[src/hw/rtl/c2p_pkg.sv]
// Shared types, constants and tables for the cartesian-to-polar converter.
package c2p_pkg;

	localparam int GUARD = 16;
	localparam int ZW = 32;
	localparam int GW = 30;
	localparam int ANGLE_MAX = 23040;
	localparam logic signed [ZW-1:0] QUARTER_TURN = 32'sd377487360;

	typedef struct packed {
		logic signed [15:0] x_coord;
		logic signed [15:0] y_coord;
	} coord_t;

	typedef struct packed {
		logic [15:0]        magnitude;
		logic signed [15:0] angle_deg;
	} polar_t;

	typedef struct packed {
		logic valid;
		logic zero;
	} ctl_t;

	// atan(2^-i) in degrees * 2^22
	function automatic logic signed [ZW-1:0] atan_entry(input int i);
		logic signed [ZW-1:0] v;
		case (i)
			0:  v = 32'sd188743680;
			1:  v = 32'sd111421900;
			2:  v = 32'sd58872272;
			3:  v = 32'sd29884485;
			4:  v = 32'sd15000234;
			5:  v = 32'sd7507429;
			6:  v = 32'sd3754631;
			7:  v = 32'sd1877430;
			8:  v = 32'sd938729;
			9:  v = 32'sd469366;
			10: v = 32'sd234683;
			11: v = 32'sd117342;
			12: v = 32'sd58671;
			13: v = 32'sd29335;
			14: v = 32'sd14668;
			15: v = 32'sd7334;
			16: v = 32'sd3667;
			17: v = 32'sd1833;
			18: v = 32'sd917;
			19: v = 32'sd458;
			20: v = 32'sd229;
			21: v = 32'sd115;
			22: v = 32'sd57;
			23: v = 32'sd29;
			24: v = 32'sd14;
			25: v = 32'sd7;
			26: v = 32'sd4;
			27: v = 32'sd2;
			28: v = 32'sd1;
			default: v = '0;
		endcase
		return v;
	endfunction

	// 1/K(n) * 2^30
	function automatic logic [GW-1:0] inv_gain(input int n);
		longint g;
		g = 64'd652032874;
		if (n < 20)
			g = g + ((64'd434688583 + (64'd1 << (2 * n - 1))) >> (2 * n));
		return GW'(g);
	endfunction

endpackage

[src/hw/rtl/c2p_prerot.sv]
// Input stage: coordinate capture and pre-rotation into the right half plane.
module c2p_prerot #(
	parameter int CW = 16,
	parameter int DW = 35
) (
	input  logic                          clk,
	input  logic                          arst_n,
	input  logic                          accept,
	input  c2p_pkg::coord_t               coord,
	output c2p_pkg::ctl_t                 ctl_s0,
	output logic signed [DW-1:0]          x_s0,
	output logic signed [DW-1:0]          y_s0,
	output logic signed [c2p_pkg::ZW-1:0] z_s0
);
	import c2p_pkg::*;

	logic signed [CW-1:0] xi, yi;
	logic signed [DW-1:0] xe, ye, xr, yr;
	logic signed [ZW-1:0] zr;

	assign xi = CW'($unsigned(coord.x_coord));
	assign yi = CW'($unsigned(coord.y_coord));
	assign xe = DW'(xi);
	assign ye = DW'(yi);

	always_comb begin
		if (xe < 0) begin
			if (ye >= 0) begin
				xr = ye;
				yr = -xe;
				zr = QUARTER_TURN;
			end else begin
				xr = -ye;
				yr = xe;
				zr = -QUARTER_TURN;
			end
		end else begin
			xr = xe;
			yr = ye;
			zr = '0;
		end
	end

	always_ff @(posedge clk or negedge arst_n) begin
		if (!arst_n) begin
			ctl_s0 <= '0;
		end else begin
			ctl_s0.valid <= accept;
			ctl_s0.zero  <= (xi == '0) && (yi == '0);
		end
	end

	always_ff @(posedge clk) begin
		x_s0 <= xr <<< GUARD;
		y_s0 <= yr <<< GUARD;
		z_s0 <= zr;
	end

endmodule

[config.mk]
export PLATFORM = sky130hd
export DESIGN_NAME = c2p_prerot
export DESIGN_NICKNAME = d
export VERILOG_FILES = /design/src/hw/rtl/c2p_pkg.sv /design/src/hw/rtl/c2p_prerot.sv
export SDC_FILE = /design/constraint.sdc
export NUM_CORES = 1
export LEC_CHECK = 0
export BUFFER_PORTS_ARGS = -buffer_cell sky130_fd_sc_hd__buf_4
export CAP_MARGIN = 30
export CORE_MARGIN = 5
export CORE_UTILIZATION = 47
export CTS_CLUSTER_DIAMETER = 80
export DETAILED_ROUTE_END_ITERATION = 8
export GPL_ROUTABILITY_DRIVEN = 0
export PLACE_DENSITY = 0.82
export SLEW_MARGIN = 10
export SYNTH_ARGS = -nofsm -noshare
export SYNTH_HDL_FRONTEND = slang
export SYNTH_SLANG_ARGS = --single-unit
[constraint.sdc]
create_clock -name clk -period 1.9 [get_ports clk]
set_clock_uncertainty 0.1 [all_clocks]
set_input_delay 0.285 -clock clk [delete_from_list [all_inputs] [get_ports clk]]
set_output_delay 0.285 -clock clk [all_outputs]
set_load 0.02 [all_outputs]
Word level (Yosys, flattened, before mapping)
Cells that the tools add are included.
Widths: inputs -> output; s select.
{"block": "totals", "ramBits": 0, "romBits": 0, "regBits": 72, "latchBits": 0, "in_bits": 35, "n_memories": 0}
{"block": "classes", "n_lt_le_gt_ge": 2, "div_mod_pow": 0, "bitwise": 0, "addsub": 2, "shift": 0, "n_mux": 5, "multipliers": 0, "eq_ne": 0, "reduce_logical": 3}
{"cell": "$mux 19", "n": 4}
{"cell": "$neg 16->19", "n": 2}
{"cell": "$logic_not 16->1", "n": 2}
{"cell": "$mux 32", "n": 1}
{"cell": "$ge 16x1->1 const B", "n": 1}
{"cell": "$lt 16x1->1 const B", "n": 1}
{"cell": "$logic_and 1x1->1", "n": 1}

Logic depth before layout (Yosys ltp)
{"block": "logic_depth", "depth_word": 3, "depth_mapped": 7, "ltp_nobuf": 6}

Least setup slack after synthesis
Ideal clock, no wire load.
{"block": "synth_timing", "kind": "input -> register", "from": "input coord[0] in the netlist's numbering", "to": "register x_s0[28]", "path_stages": 7, "setup_slack_ns": 0.140, "path_buffers": 1, "setup_time_ns": 0.132, "required_ns": 1.668, "t_arrival_ns": 1.528, "cell_sequence": "inv_1 > ha_1 > or3b_1 > buf_2 > o41ai_2 > xor2_1 > a21oi_1"}
{"block": "synth_via", "elab_chain_cells": 3, "elab_cells_between_ends": 4, "cone_classes": "1 x add/sub; 1 x order compare; 2 x mux"}
{"element": "start, declared", "line_no": "c2p_prerot.sv:9", "rtl": "input c2p_pkg::coord_t coord,"}
{"element": "$neg 16->19 / $ge 16x1->1 (equally long branches)", "line_no": "c2p_prerot.sv:33, c2p_prerot.sv:28"}
{"element": "$mux 19 *", "line_no": "c2p_prerot.sv:28", "rtl": "if (ye >= 0) begin"}
{"element": "$mux 19 *", "line_no": "c2p_prerot.sv:27", "rtl": "if (xe < 0) begin"}
{"element": "via xr[12]", "line_no": "c2p_prerot.sv:18", "rtl": "logic signed [DW-1:0] xe, ye, xr, yr;"}
{"element": "end signal, assigned", "line_no": "c2p_prerot.sv:54", "rtl": "x_s0 <= xr <<< GUARD;"}
{"element": "end, declared", "line_no": "c2p_prerot.sv:11", "rtl": "output logic signed [DW-1:0] x_s0,"}
The timed path passes the listed nets; every way through them passes the cells marked *.
A chain may end at the register's enable or synchronous reset.

Worst setup path after layout
Same ends and word-level chain as after synthesis.

==> results_dict.tcl <==
set metrics [dict create \
    finalNonFillerCells 436 \
    timing.final.crit_share 0.881 \
    synthDistinctLibCells 34 \
    wirelength_um 5780 \
    syn_inst 281 \
    post_cts.repair.setup_buffers 0 \
    finalWorstPathRequiredPeriod_ns 1.67 \
    worst_setup_start_kind "input pin" \
    wl_per_cell_um 13.3 \
    routed_via_density 4.63 \
    floorplan.rows 26 \
    cts.root.buffer_cell "clkbuf_8" \
    io_buffers 83 \
    report.final.setup_viol 0 \
    diodes 0 \
    synth_area_leader_cell "dfxtp_1" \
    die_height_um 81.3 \
    gr-total-overflow 0 \
    die_w_um 81.3 \
    vias 2019 \
    route.antenna.remaining_nets 0 \
    drtPass1Iterations 4 \
    dieArea_sq_um 6600 \
    start_util 0.476 \
    drc 0 \
    layout.core_utilization 0.607 \
    synth_warnings 0 \
    layout.filler_cells 463 \
    cts-htree-levels 2 \
    ys_seq_elements 43 \
    grt_setup_unrepaired "no" \
    syn-mean-instance-area_sq_um 8.49 \
    grt_pass1_vias 1923 \
    tritoncts "yes" \
    tightest_pin_transition_ns 0.499 \
    worstPathArrival_ns 1.75 \
    path_max_fanout 6 \
    totalPowerFinal_uw 2480 \
    fraction_of_post_synthesis_cell_area_in_the_top_cell_type_by_area 0.344 \
    core_area_sq_um 5010 \
    timing.critical_path.required_ns 1.97 \
    gr-usage-all-layers 0.169 \
    number_of_antenna_violations_at_the_first_check_in_global_routing 0 \
    timing.setup.tns_ns 0 \
    layout-area-overhead-vs-synth_pct 27.4 \
    min-delay-path-class "input pin to flop" \
    cell_count_after_placement 426 \
    final_layout_size_suffix_gt1_frac 0.311 \
    fmaxAchievable_mhz 597 \
    post_synth_instance_area_sq_um 2390 \
    run_status "completed" \
    report.final.slew_viol_count 0 \
    hold_viol 0 \
    worst_slew_margin_rel 0.665 \
    clock_sink_count 43 \
    synthTopCellsByArea "dfxtp_1, buf_4, a21oi_1, nor2_1, xnor2_1" \
    placement.setup.worst_slack_ns -0.140 \
    proportion_of_synthesized_chip_area_in_sequential_cells 0.365 \
    clk_transition_reported_paths_ns 0.08 \
    worst_setup_path_end_kind "flop" \
    path_class "input pin to flop" \
    dp_hpwl_um 4460 \
    clk_path_buf_depth 2 \
    power_density_relative_to_cell_area_nw_per_um2 816 \
    grt_start_max_net_pins 39 \
    max_cap_violations 0 \
    smallest_setup_slack_after_layout_ns 0.225 \
    global_route_wire_length_before_repair_um 8690 \
    leakage_uw 0.00146 \
    design.final.nets 402 \
    cts_made_buffers 5 \
    io_pins 139 \
    detail_route.iter0.violations 55 \
    ir_worst_vdd_mv 0.373 \
]
[per-layer routing]
metal / part of all wire / vias up / global-route usage
met5: 0 / - / 0
met4: 0.017 / 0 / 0.0642
met3: 0.10 / 13 / 0.0521
met2: 0.50 / 109 / 0.308
met1: 0.38 / 911 / 0.182
li1: - / 986 / -
[metrics by stage]
stage                     hold WS, ns  cell area, sq um
after global routing           0.0735              3040
after detailed placement      -0.0324              2890
after global placement        -0.0319              2890
final                          0.0804              3040
after CTS                      0.0787              3040
after floorplan                -0.111              2600
[placed cells by master, fill, tap and decap left out, types with 3 or more instances in the layout]
| cell | count |
|---|---|
| buf_4 | 98 |
| clkbuf_8 | 5 |
| o31ai_1 | 4 |
| nor2_1 | 39 |
| inv_1 | 8 |
| or3_1 | 4 |
| dfxtp_1 | 41 |
| nand3_1 | 3 |
| a21oi_1 | 30 |
| nor3_1 | 5 |
| xnor2_1 | 13 |
| xor2_1 | 11 |
| o41ai_2 | 4 |
| o21ai_0 | 6 |
| conb_1 | 58 |
| nand2_1 | 4 |
| a31oi_1 | 6 |
[flip-flops by register name, indices dropped and copies added (netlist names)]
register / count
x_s0: 19
y_s0: 19
z_s0: 3
ctl_s0: 2
[what timing repair did]
action                     CTS  global route
hold endpoints to repair     3             0
resized for setup            0             1
setup endpoints to repair    0             1
hold buffers                 2             0
[Yosys cell counts, drive strengths merged]
library cell   n
xor2          11
a41oi          2
buf           66
inv            8
or2            1
or3b           1
nand2b         1
a31oi          6
nor3           6
or4            1
clkbuf        14
xnor2         13
nor4b          2
or3            4
mux2i          2
a21oi         30
nor2          39
nor4           3
and4b          2
dfxtp         41
ha             2
dfrtp          2
nand2          4
o31ai          4
and3           1
nand3          3
o21ai          6
o41ai          5
conb           1
[final timing paths]
check | slack [ns] | startpoint | to | cells after the start
max | 0.23 | coord[0] | x_s0[28] | 7
min | 0.08 | coord[30] | ctl_s0[0] | 2
max in group asynchronous | 1.40 | arst_n | ctl_s0[1] | 2
min in group asynchronous | 0.21 | arst_n | ctl_s0[0] | 2
[critical path: stages]
cell,delay (ns)
buf_4,0.11
inv_1,0.06
ha_1,0.17
or3b_4,0.44
o41ai_2,0.40
xor2_1,0.19
a21oi_1,0.09
[final cells by class]
type	instances	area, sq um	share of cell area
clock buffers	6	72.6	0.0239
clock inverters	2	60.1	0.0198
inverters	8	30.0	0.00988
multi-input cells	207	1160	0.383
flip-flops and latches	43	871	0.286
well taps	70	87.6	0.0288
repair buffers	100	756	0.249
[where the power goes]
part	internal (uW)	switching, uW
Clock	525	317
Sequential	977	23.3
Combinational	244	395
[cell families after synthesis]
logic type               count (synthesis)  share of synthesized area
AO/OA/AOI/OAI                           53                      0.142
XOR/XNOR                                24                     0.0881
adder cells (fa/ha/maj)                  2                     0.0105
buffers and inverters                   88                      0.238
flip-flops                              43                      0.365
multiplexers                             2                    0.00839
other                                    1                    0.00157
AND/OR/NAND/NOR                         68                      0.146
No activity file was read; power rests on OpenSTA's default activity.
