### config.mk
export PLATFORM = sky130hd
export DESIGN_NAME = c2p_scale
export DESIGN_NICKNAME = d
export VERILOG_FILES = /design/src/hw/rtl/c2p_pkg.sv /design/src/hw/rtl/c2p_scale.sv
export SDC_FILE = /design/constraint.sdc
export NUM_CORES = 1
export LEC_CHECK = 0
export ABC_AREA = 1
export ABC_CLOCK_PERIOD_IN_PS = 2800
export BUFFER_PORTS_ARGS = -buffer_cell sky130_fd_sc_hd__buf_2
export CAP_MARGIN = 25
export CORE_UTILIZATION = 34
export CTS_CLUSTER_SIZE = 12
export DETAILED_ROUTE_END_ITERATION = 16
export PLACE_DENSITY = 0.6
export SYNTH_ARGS = -nofsm -noshare
export SYNTH_HDL_FRONTEND = slang
export SYNTH_SLANG_ARGS = --single-unit
### constraint.sdc
create_clock -name clk -period 2.8 [get_ports clk]
set_clock_uncertainty 0.1 [all_clocks]
set_input_delay 0.14 -clock clk [delete_from_list [all_inputs] [get_ports clk]]
set_output_delay 0.14 -clock clk [all_outputs]
set_load 0.05 [all_outputs]
### src/hw/rtl/c2p_pkg.sv
// Shared types, constants and tables for the cartesian-to-polar converter.
package c2p_pkg;

	localparam int GUARD = 16;
	localparam int ZW = 32;
	localparam int GW = 30;
	localparam int ANGLE_MAX = 23040;
	localparam logic signed [ZW-1:0] QUARTER_TURN = 32'sd377487360;

	typedef struct packed {
		logic signed [15:0] x_coord;
		logic signed [15:0] y_coord;
	} coord_t;

	typedef struct packed {
		logic [15:0]        magnitude;
		logic signed [15:0] angle_deg;
	} polar_t;

	typedef struct packed {
		logic valid;
		logic zero;
	} ctl_t;

	// atan(2^-i) in degrees * 2^22
	function automatic logic signed [ZW-1:0] atan_entry(input int i);
		logic signed [ZW-1:0] v;
		case (i)
			0:  v = 32'sd188743680;
			1:  v = 32'sd111421900;
			2:  v = 32'sd58872272;
			3:  v = 32'sd29884485;
			4:  v = 32'sd15000234;
			5:  v = 32'sd7507429;
			6:  v = 32'sd3754631;
			7:  v = 32'sd1877430;
			8:  v = 32'sd938729;
			9:  v = 32'sd469366;
			10: v = 32'sd234683;
			11: v = 32'sd117342;
			12: v = 32'sd58671;
			13: v = 32'sd29335;
			14: v = 32'sd14668;
			15: v = 32'sd7334;
			16: v = 32'sd3667;
			17: v = 32'sd1833;
			18: v = 32'sd917;
			19: v = 32'sd458;
			20: v = 32'sd229;
			21: v = 32'sd115;
			22: v = 32'sd57;
			23: v = 32'sd29;
			24: v = 32'sd14;
			25: v = 32'sd7;
			26: v = 32'sd4;
			27: v = 32'sd2;
			28: v = 32'sd1;
			default: v = '0;
		endcase
		return v;
	endfunction

	// 1/K(n) * 2^30
	function automatic logic [GW-1:0] inv_gain(input int n);
		longint g;
		g = 64'd652032874;
		if (n < 20)
			g = g + ((64'd434688583 + (64'd1 << (2 * n - 1))) >> (2 * n));
		return GW'(g);
	endfunction

endpackage

### src/hw/rtl/c2p_scale.sv
// Output stages: gain correction of the magnitude and rounding of the angle.
module c2p_scale #(
	parameter int DW = 35,
	parameter int STAGES = 16
) (
	input  logic                          clk,
	input  logic                          arst_n,
	input  c2p_pkg::ctl_t                 ctl_prev,
	input  logic signed [DW-1:0]          x_prev,
	input  logic signed [c2p_pkg::ZW-1:0] z_prev,
	output c2p_pkg::ctl_t                 ctl_s2,
	output c2p_pkg::polar_t               polar_s2
);
	import c2p_pkg::*;

	localparam logic [GW-1:0] GAIN = inv_gain(STAGES);
	localparam int HW = DW - 1 - GUARD;
	localparam int PW = HW + GW + 1;
	localparam logic signed [ZW-1:0] HALF_LSB = ZW'(1) << 14;
	localparam logic [PW-1:0] MAG_RND = PW'(1) << 29;

	logic [DW-2:0]              xf;
	logic [GUARD+GW-1:0]        pl_full;
	logic signed [ZW-1:0]       zr, ar;
	logic signed [15:0]         ang;

	logic [HW+GW-1:0]           ph_s1;
	logic [GW-1:0]              pl_s1;
	logic signed [15:0]         angle_s1;
	ctl_t                       ctl_s1;

	logic [PW-1:0]              psum;
	logic [PW-31:0]             magw;

	assign xf = (x_prev < 0) ? '0 : x_prev[DW-2:0];
	assign pl_full = xf[GUARD-1:0] * GAIN;
	assign zr = z_prev + HALF_LSB;
	assign ar = zr >>> 15;

	always_comb begin
		if (ar > ANGLE_MAX)
			ang = 16'(ANGLE_MAX);
		else if (ar < -ANGLE_MAX)
			ang = -16'(ANGLE_MAX);
		else
			ang = 16'(ar);
	end

	always_ff @(posedge clk or negedge arst_n) begin
		if (!arst_n) begin
			ctl_s1 <= '0;
			ctl_s2 <= '0;
		end else begin
			ctl_s1 <= ctl_prev;
			ctl_s2 <= ctl_s1;
		end
	end

	always_ff @(posedge clk) begin
		ph_s1    <= xf[DW-2:GUARD] * GAIN;
		pl_s1    <= pl_full[GUARD+GW-1:GUARD];
		angle_s1 <= ctl_prev.zero ? '0 : ang;
	end

	assign psum = PW'(ph_s1) + PW'(pl_s1) + MAG_RND;
	assign magw = psum[PW-1:30];

	always_ff @(posedge clk) begin
		if (ctl_s1.zero)
			polar_s2.magnitude <= '0;
		else if (magw > 65535)
			polar_s2.magnitude <= 16'hFFFF;
		else
			polar_s2.magnitude <= 16'(magw);
		polar_s2.angle_deg <= angle_s1;
	end

endmodule

# Yosys cells after proc, flatten, opt, wreduce, memory -nomap -nowiden
# Cells that the tools add are included.
[op_classes]
add_sub_neg = 3
n_mul = 2
div_mod_pow = 0
magnitude_cmp = 4
eq_ne = 0
shift = 0
muxes = 4
n_bitwise = 0
n_reduce_logical = 2
[op_table]
columns = ["op", "count"]
rows = [
  ["48-bit by 30-bit adder with 49-bit output", 1],
  ["49-bit by 30-bit adder with 49-bit output, second input constant", 1],
  ["18-bit by 29-bit multiplier with 47-bit output, second input constant", 1],
  ["16-bit by 29-bit multiplier with 45-bit output, second input constant", 1],
  ["35-bit by 1-bit less-than comparator with 1-bit output, second input constant", 1],
  ["34-bit two-way mux", 1],
  ["32-bit by 16-bit adder with 32-bit output, second input constant", 1],
  ["16-bit two-way mux", 2],
  ["19-bit by 16-bit > comparator with 1-bit output, second input constant", 1],
  ["17-bit by 16-bit > comparator with 1-bit output, second input constant", 1],
  ["17-bit by 16-bit less-than comparator with 1-bit output, second input constant", 1],
  ["15-bit two-way mux", 1],
  ["3-bit OR reduction", 1],
  ["2-bit OR reduction", 1],
]
[word_totals]
reg_bits = 129
latch_bits = 0
mem_bits_rw = 0
romBits = 0
inputBits = 71
output_inout_bits = 34
elab_cells = 26
mem_count = 0

# Longest topological paths before layout
[depth]
word_depth = 4
mapped_depth = 30
mapped_depth_nobuf = 30

# Least setup slack after synthesis
# No wires, ideal clock.
[synth_path]
kind = "input-to-reg"
from = "input x_prev[34]"
to = "register pl_s1[22]"
setup_ns = 0.072
t_arrival_ns = 5.614
t_required_ns = 2.628
slack_ns = -2.985
cell_stages = 25
n_path_buf = 2
cell_sequence = "inv_2 > clkbuf_1 > clkbuf_1 > nand2_1 > inv_1 > ha_1 > inv_1 > fa_1 > inv_1 > fa_1 > fa_1 > fa_1 > inv_1 > fa_1 > inv_1 > ha_1 > nand2_1 > nor2_1 > inv_1 > nor2_1 > inv_1 > nor4_1 > nand3_1 > nand3_1 > xor2_1"
[synth_via]
elab_chain_cells = 3
[synth_rtl]
columns = ["item", "line_no", "text"]
rows = [
  ["start, declared", "c2p_scale.sv:9", "input logic signed [DW-1:0] x_prev,"],
  ["35-bit by 1-bit less-than comparator with 1-bit output", "c2p_scale.sv:35", "assign xf = (x_prev < 0) ? '0 : x_prev[DW-2:0];"],
  ["34-bit two-way mux", "c2p_scale.sv:35", ""],
  ["16-bit by 29-bit multiplier with 45-bit output", "c2p_scale.sv:36", "assign pl_full = xf[GUARD-1:0] * GAIN;"],
  ["net pl_full[38]", "c2p_scale.sv:23", "logic [GUARD+GW-1:0] pl_full;"],
  ["end signal, assigned", "c2p_scale.sv:61", "pl_s1 <= pl_full[GUARD+GW-1:GUARD];"],
  ["end, declared", "c2p_scale.sv:28", "logic [GW-1:0] pl_s1;"],
]
# The timed path passes the listed nets, and every way through them passes these cells.
# A chain may end at the register's enable or synchronous reset.

# Worst setup path in the final report
[layout_path]
from = "input x_prev[34]"
to = "register pl_s1[25]"
# Same word-level chain as after synthesis.

==> summary.txt <==
Run status
  – Status: complete, but fails checks
  – Failing checks: design-rule violations, negative setup slack

Cells and area
  – Area of the multi-input gates: 22200 um2
  – Area added between synthesis and finish: 41.3%
  – Fillers: 7002
  – Layout cells sized above 1: 0.345
  – Most frequent cells in the layout: inv_1 (847), buf_4 (567), nand2_1 (471)
  – Sequential Area: 2580 um2
  – Most common cell after layout, fill and taps aside: inv_1
  – Fin area: 35800 um2
  – Fin nets: 4844
  – N_diodes: 0

Floorplanning
  – Chip Width: 275 um
  – Ports: 105
  – Die ar.: 75600 um2
  – Initial core utilization: 0.345
  – Die H: 275 um
  – Row count: 99
  – Core area: 73300 um2

STA
  – Pins over their slew limit: 0
  – Slew margin rel.: 0.549
  – Fin crit share: 1.85
  – Hold Violations, Final: 0
  – TNS Setup: -143.29 ns
  – FMAX: 193 MHz
  – Setup ws final: -2.38 ns
  – Shortest period the worst path allows: 5.18 ns
  – Setup violations, final: 70
  – WHS: 0.0214 ns
  – Least-Margin Pin Slew: 0.669 ns
  – RSZ-0062 raised after global routing: yes

GRT
  – Total GRT Usage: 0.225
  – Overflow after GRT: 0
  – M2 GR Usage: 0.400
  – Largest net degree at the start of global routing: 17
  – First-pass GRT wire length: 131000 um
  – Number of global-route vias before repair: 24000
  – Grt met1 use: 0.290
  – Most Used Layer, Global Route: met2
  – GR Util met3: 0.0206
  – Initial antenna violation count: 0

Synthesis
  – Syn Inst Count: 3304
  – YS warnings: 0
  – Synthesized area: 25300 um2
  – Synth area leaders: fa_1 (31%), ha_1 (18%), inv_1 (14%), dfxtp_1 (9.8%), nand2_1 (8.5%)
  – Synth Area in Simple Gates: 0.176
  – Post-synthesis mux area share: 0
  – Post-synthesis adder-cell area fraction: 0.486
  – Number of flops mapped to enable cells by yosys: 0
  – Count of cell types in the netlist: 43
  – Yosys top cell area share: 0.307
  – Largest family of logic cells by synthesized area: adder cells
  – Synth Area in Compound Gates: 0.0639
  – Net Count, Synth: 4126
  – Main flop type after synthesis: dfxtp_1
  – Register bit count reported by yosys: 128
  – XOR/XNOR share of the synthesized area: 0.0246
  – Area leader, netlist: fa_1
  – Post-synthesis sequential area ratio: 0.102
  – Avg Inst Size Synth: 7.66 um2
  – Async set or reset register ratio after synthesis: 0.0313

Routing
  – Routed WL per cell: 16.9 um
  – DR iter-0 viols: 1394
  – Avg Vias per Cell: 4.59
  – DRT Pass-1 Iters: 11
  – Post-route ant nets: 0
  – Total wire length: 84200 um
  – Total number of vias: 22900
  – Residual DRC: 3

CTS
  – Clock transition at path regs: 0.06 ns
  – Max Root-Sink Buffers: 2
  – CTS tree: built
  – CTS Buf Count: 17
  – Clock latency at the later pin of the worst-skew pair: 0.43 ns
  – Htree depth: 4
  – CTS Root Cell: clkbuf_16
  – CTS Sinks: 128

Critical path
  – WS Path Type: input pin to flip-flop
  – Most common cell on crit path: inv_1
  – Worst Path Max Fanout: 8
  – Family with the most delay on the worst path: adder cells
  – Critical path data arrival time: 5.43 ns
  – Max stage delay on crit path: 0.61 ns
  – RR Startpoint: pl_s1[29]
  – R2R Path End: polar_s2[26]
  – Worst reg2reg path depth: 18
  – Slowest cell on crit path: fa_2
  – Req. time, crit path: 3.04 ns
  – R2R Setup Slk: 0.12 ns
  – Setup crit end kind: flip-flop
  – Crit path buf inv count: 10
  – CP Depth: 24
  – Startpoint types: input pin
  – CP cell instances: buf_16 -> clkinv_16 -> buf_12 -> nand2_8 -> fa_2 -> inv_1 -> ha_1 -> inv_1 -> fa_1 -> inv_1 -> fa_1 -> inv_1 -> fa_1 -> fa_1 -> inv_1 -> ha_4 -> nand2_4 -> buf_4 -> nor2_4 -> inv_2 -> nor4_4 -> nand4_1 -> nand3_1 -> xor2_1

Hold path
  – HP Start: z_prev[15]
  – Hold Crit Class: input pin to flip-flop
  – Worst hold stages: 4
  – Hold path endpoint: angle_s1[0]

Run
  – Max Cap Viol: 0

Place
  – Port bufs: 90
  – Placed inst area: 32000 um2
  – RePlAce Congestion: 1.02
  – Post-DP HPWL: 74200 um
[worst min-delay path, stage by stage]
cell    delay [ns]
buf_2         0.10
ha_1          0.13
inv_1         0.06
nor2_2        0.08
[how the worst max path moves through the flow]
stage,startpoint,to,slack [ns]
6_report,x_prev[34],pl_s1[25],-2.38
5_1_grt,x_prev[34],pl_s1[22],-2.55
3_5_place_dp,x_prev[34],pl_s1[25],-3.39
4_1_cts,x_prev[34],ph_s1[42],-2.37
2_1_floorplan,x_prev[34],pl_s1[22],-2.34
3_3_place_gp,x_prev[34],pl_s1[25],-3.36
[final cells by class]
| type | count | area share |
|---|---|---|
| Timing Repair Buffer | 707 | 0.149 |
| Clock inverter | 14 | 0.00573 |
| Sequential cell | 128 | 0.0722 |
| Inverter | 982 | 0.105 |
| Tap cell | 959 | 0.0335 |
| Multi-Input combinational cell | 2185 | 0.621 |
| Timing Repair inverter | 1 | 0.000559 |
| Clock buffer | 18 | 0.0120 |
[flip-flops by register name, indices dropped and copies added, names as in the netlist]
signal / count
ph_s1: 47
polar_s2: 32
pl_s1: 29
angle_s1: 16
ctl_s1: 2
ctl_s2: 2
[stage by stage]
stage                     std cells  utilization  worst slack [ns]
after global placement         4880        0.436             -3.36
final                          4994        0.488             -2.38
after detailed placement       4880        0.436             -3.39
after floorplan                3304            -             -2.34
after global routing           4994        0.488             -2.55
after CTS                      4945        0.461             -2.37
[synthesized netlist by cell type (2+ instances only)]
| library cell | instances |
|---|---|
| nand2_2 | 7 |
| and2_1 | 4 |
| nand4_1 | 24 |
| nor3_1 | 32 |
| nor2_4 | 2 |
| nand3_1 | 111 |
| buf_6 | 2 |
| clkbuf_1 | 5 |
| a21boi_0 | 6 |
| nand3_2 | 3 |
| nor2_2 | 7 |
| o21ai_1 | 3 |
| o211ai_1 | 4 |
| nor4_1 | 8 |
| ha_1 | 363 |
| fa_1 | 388 |
| dfxtp_1 | 124 |
| inv_1 | 978 |
| dfrtp_1 | 4 |
| and3_1 | 3 |
| inv_2 | 4 |
| a31oi_1 | 25 |
| xnor2_1 | 23 |
| xor2_1 | 48 |
| nand2_1 | 572 |
| a21o_1 | 11 |
| a211oi_1 | 2 |
| o21a_1 | 8 |
| a21oi_1 | 120 |
| or2_2 | 9 |
| nor2_1 | 289 |
| nand3b_1 | 5 |
| o21ai_0 | 76 |
| o21bai_1 | 25 |
[metal layers]
| layer | vias up | share of wire |
|---|---|---|
| met3 | 121 | 0.040 |
| met2 | 511 | 0.50 |
| met1 | 10900 | 0.43 |
| met4 | 0 | 0.031 |
| li1 | 11300 | - |
| met5 | - | 0 |
[logic make-up (layout without fill, tap and decap cells)]
logic type | count (synthesis) | count (layout)
simple gates | 1078 | 1078
buf+inv | 991 | 1722
fa+ha+maj | 751 | 751
compound gates | 285 | 285
flops | 128 | 128
xor+xnor | 71 | 71
[timing repair]
item / CTS / global route
pin swaps: 84 / 204
gates resized for setup: 232 / 466
gates cloned: 1 / 0
setup buffers: 23 / 51
endpoints found under the setup margin: 70 / 86
hold buffers: 11 / 0
endpoints found under the hold margin: 19 / 0
Power is left out: the tool's default activity adds up to more than one toggle a clock period on the data nets, which glitch-free logic cannot reach.
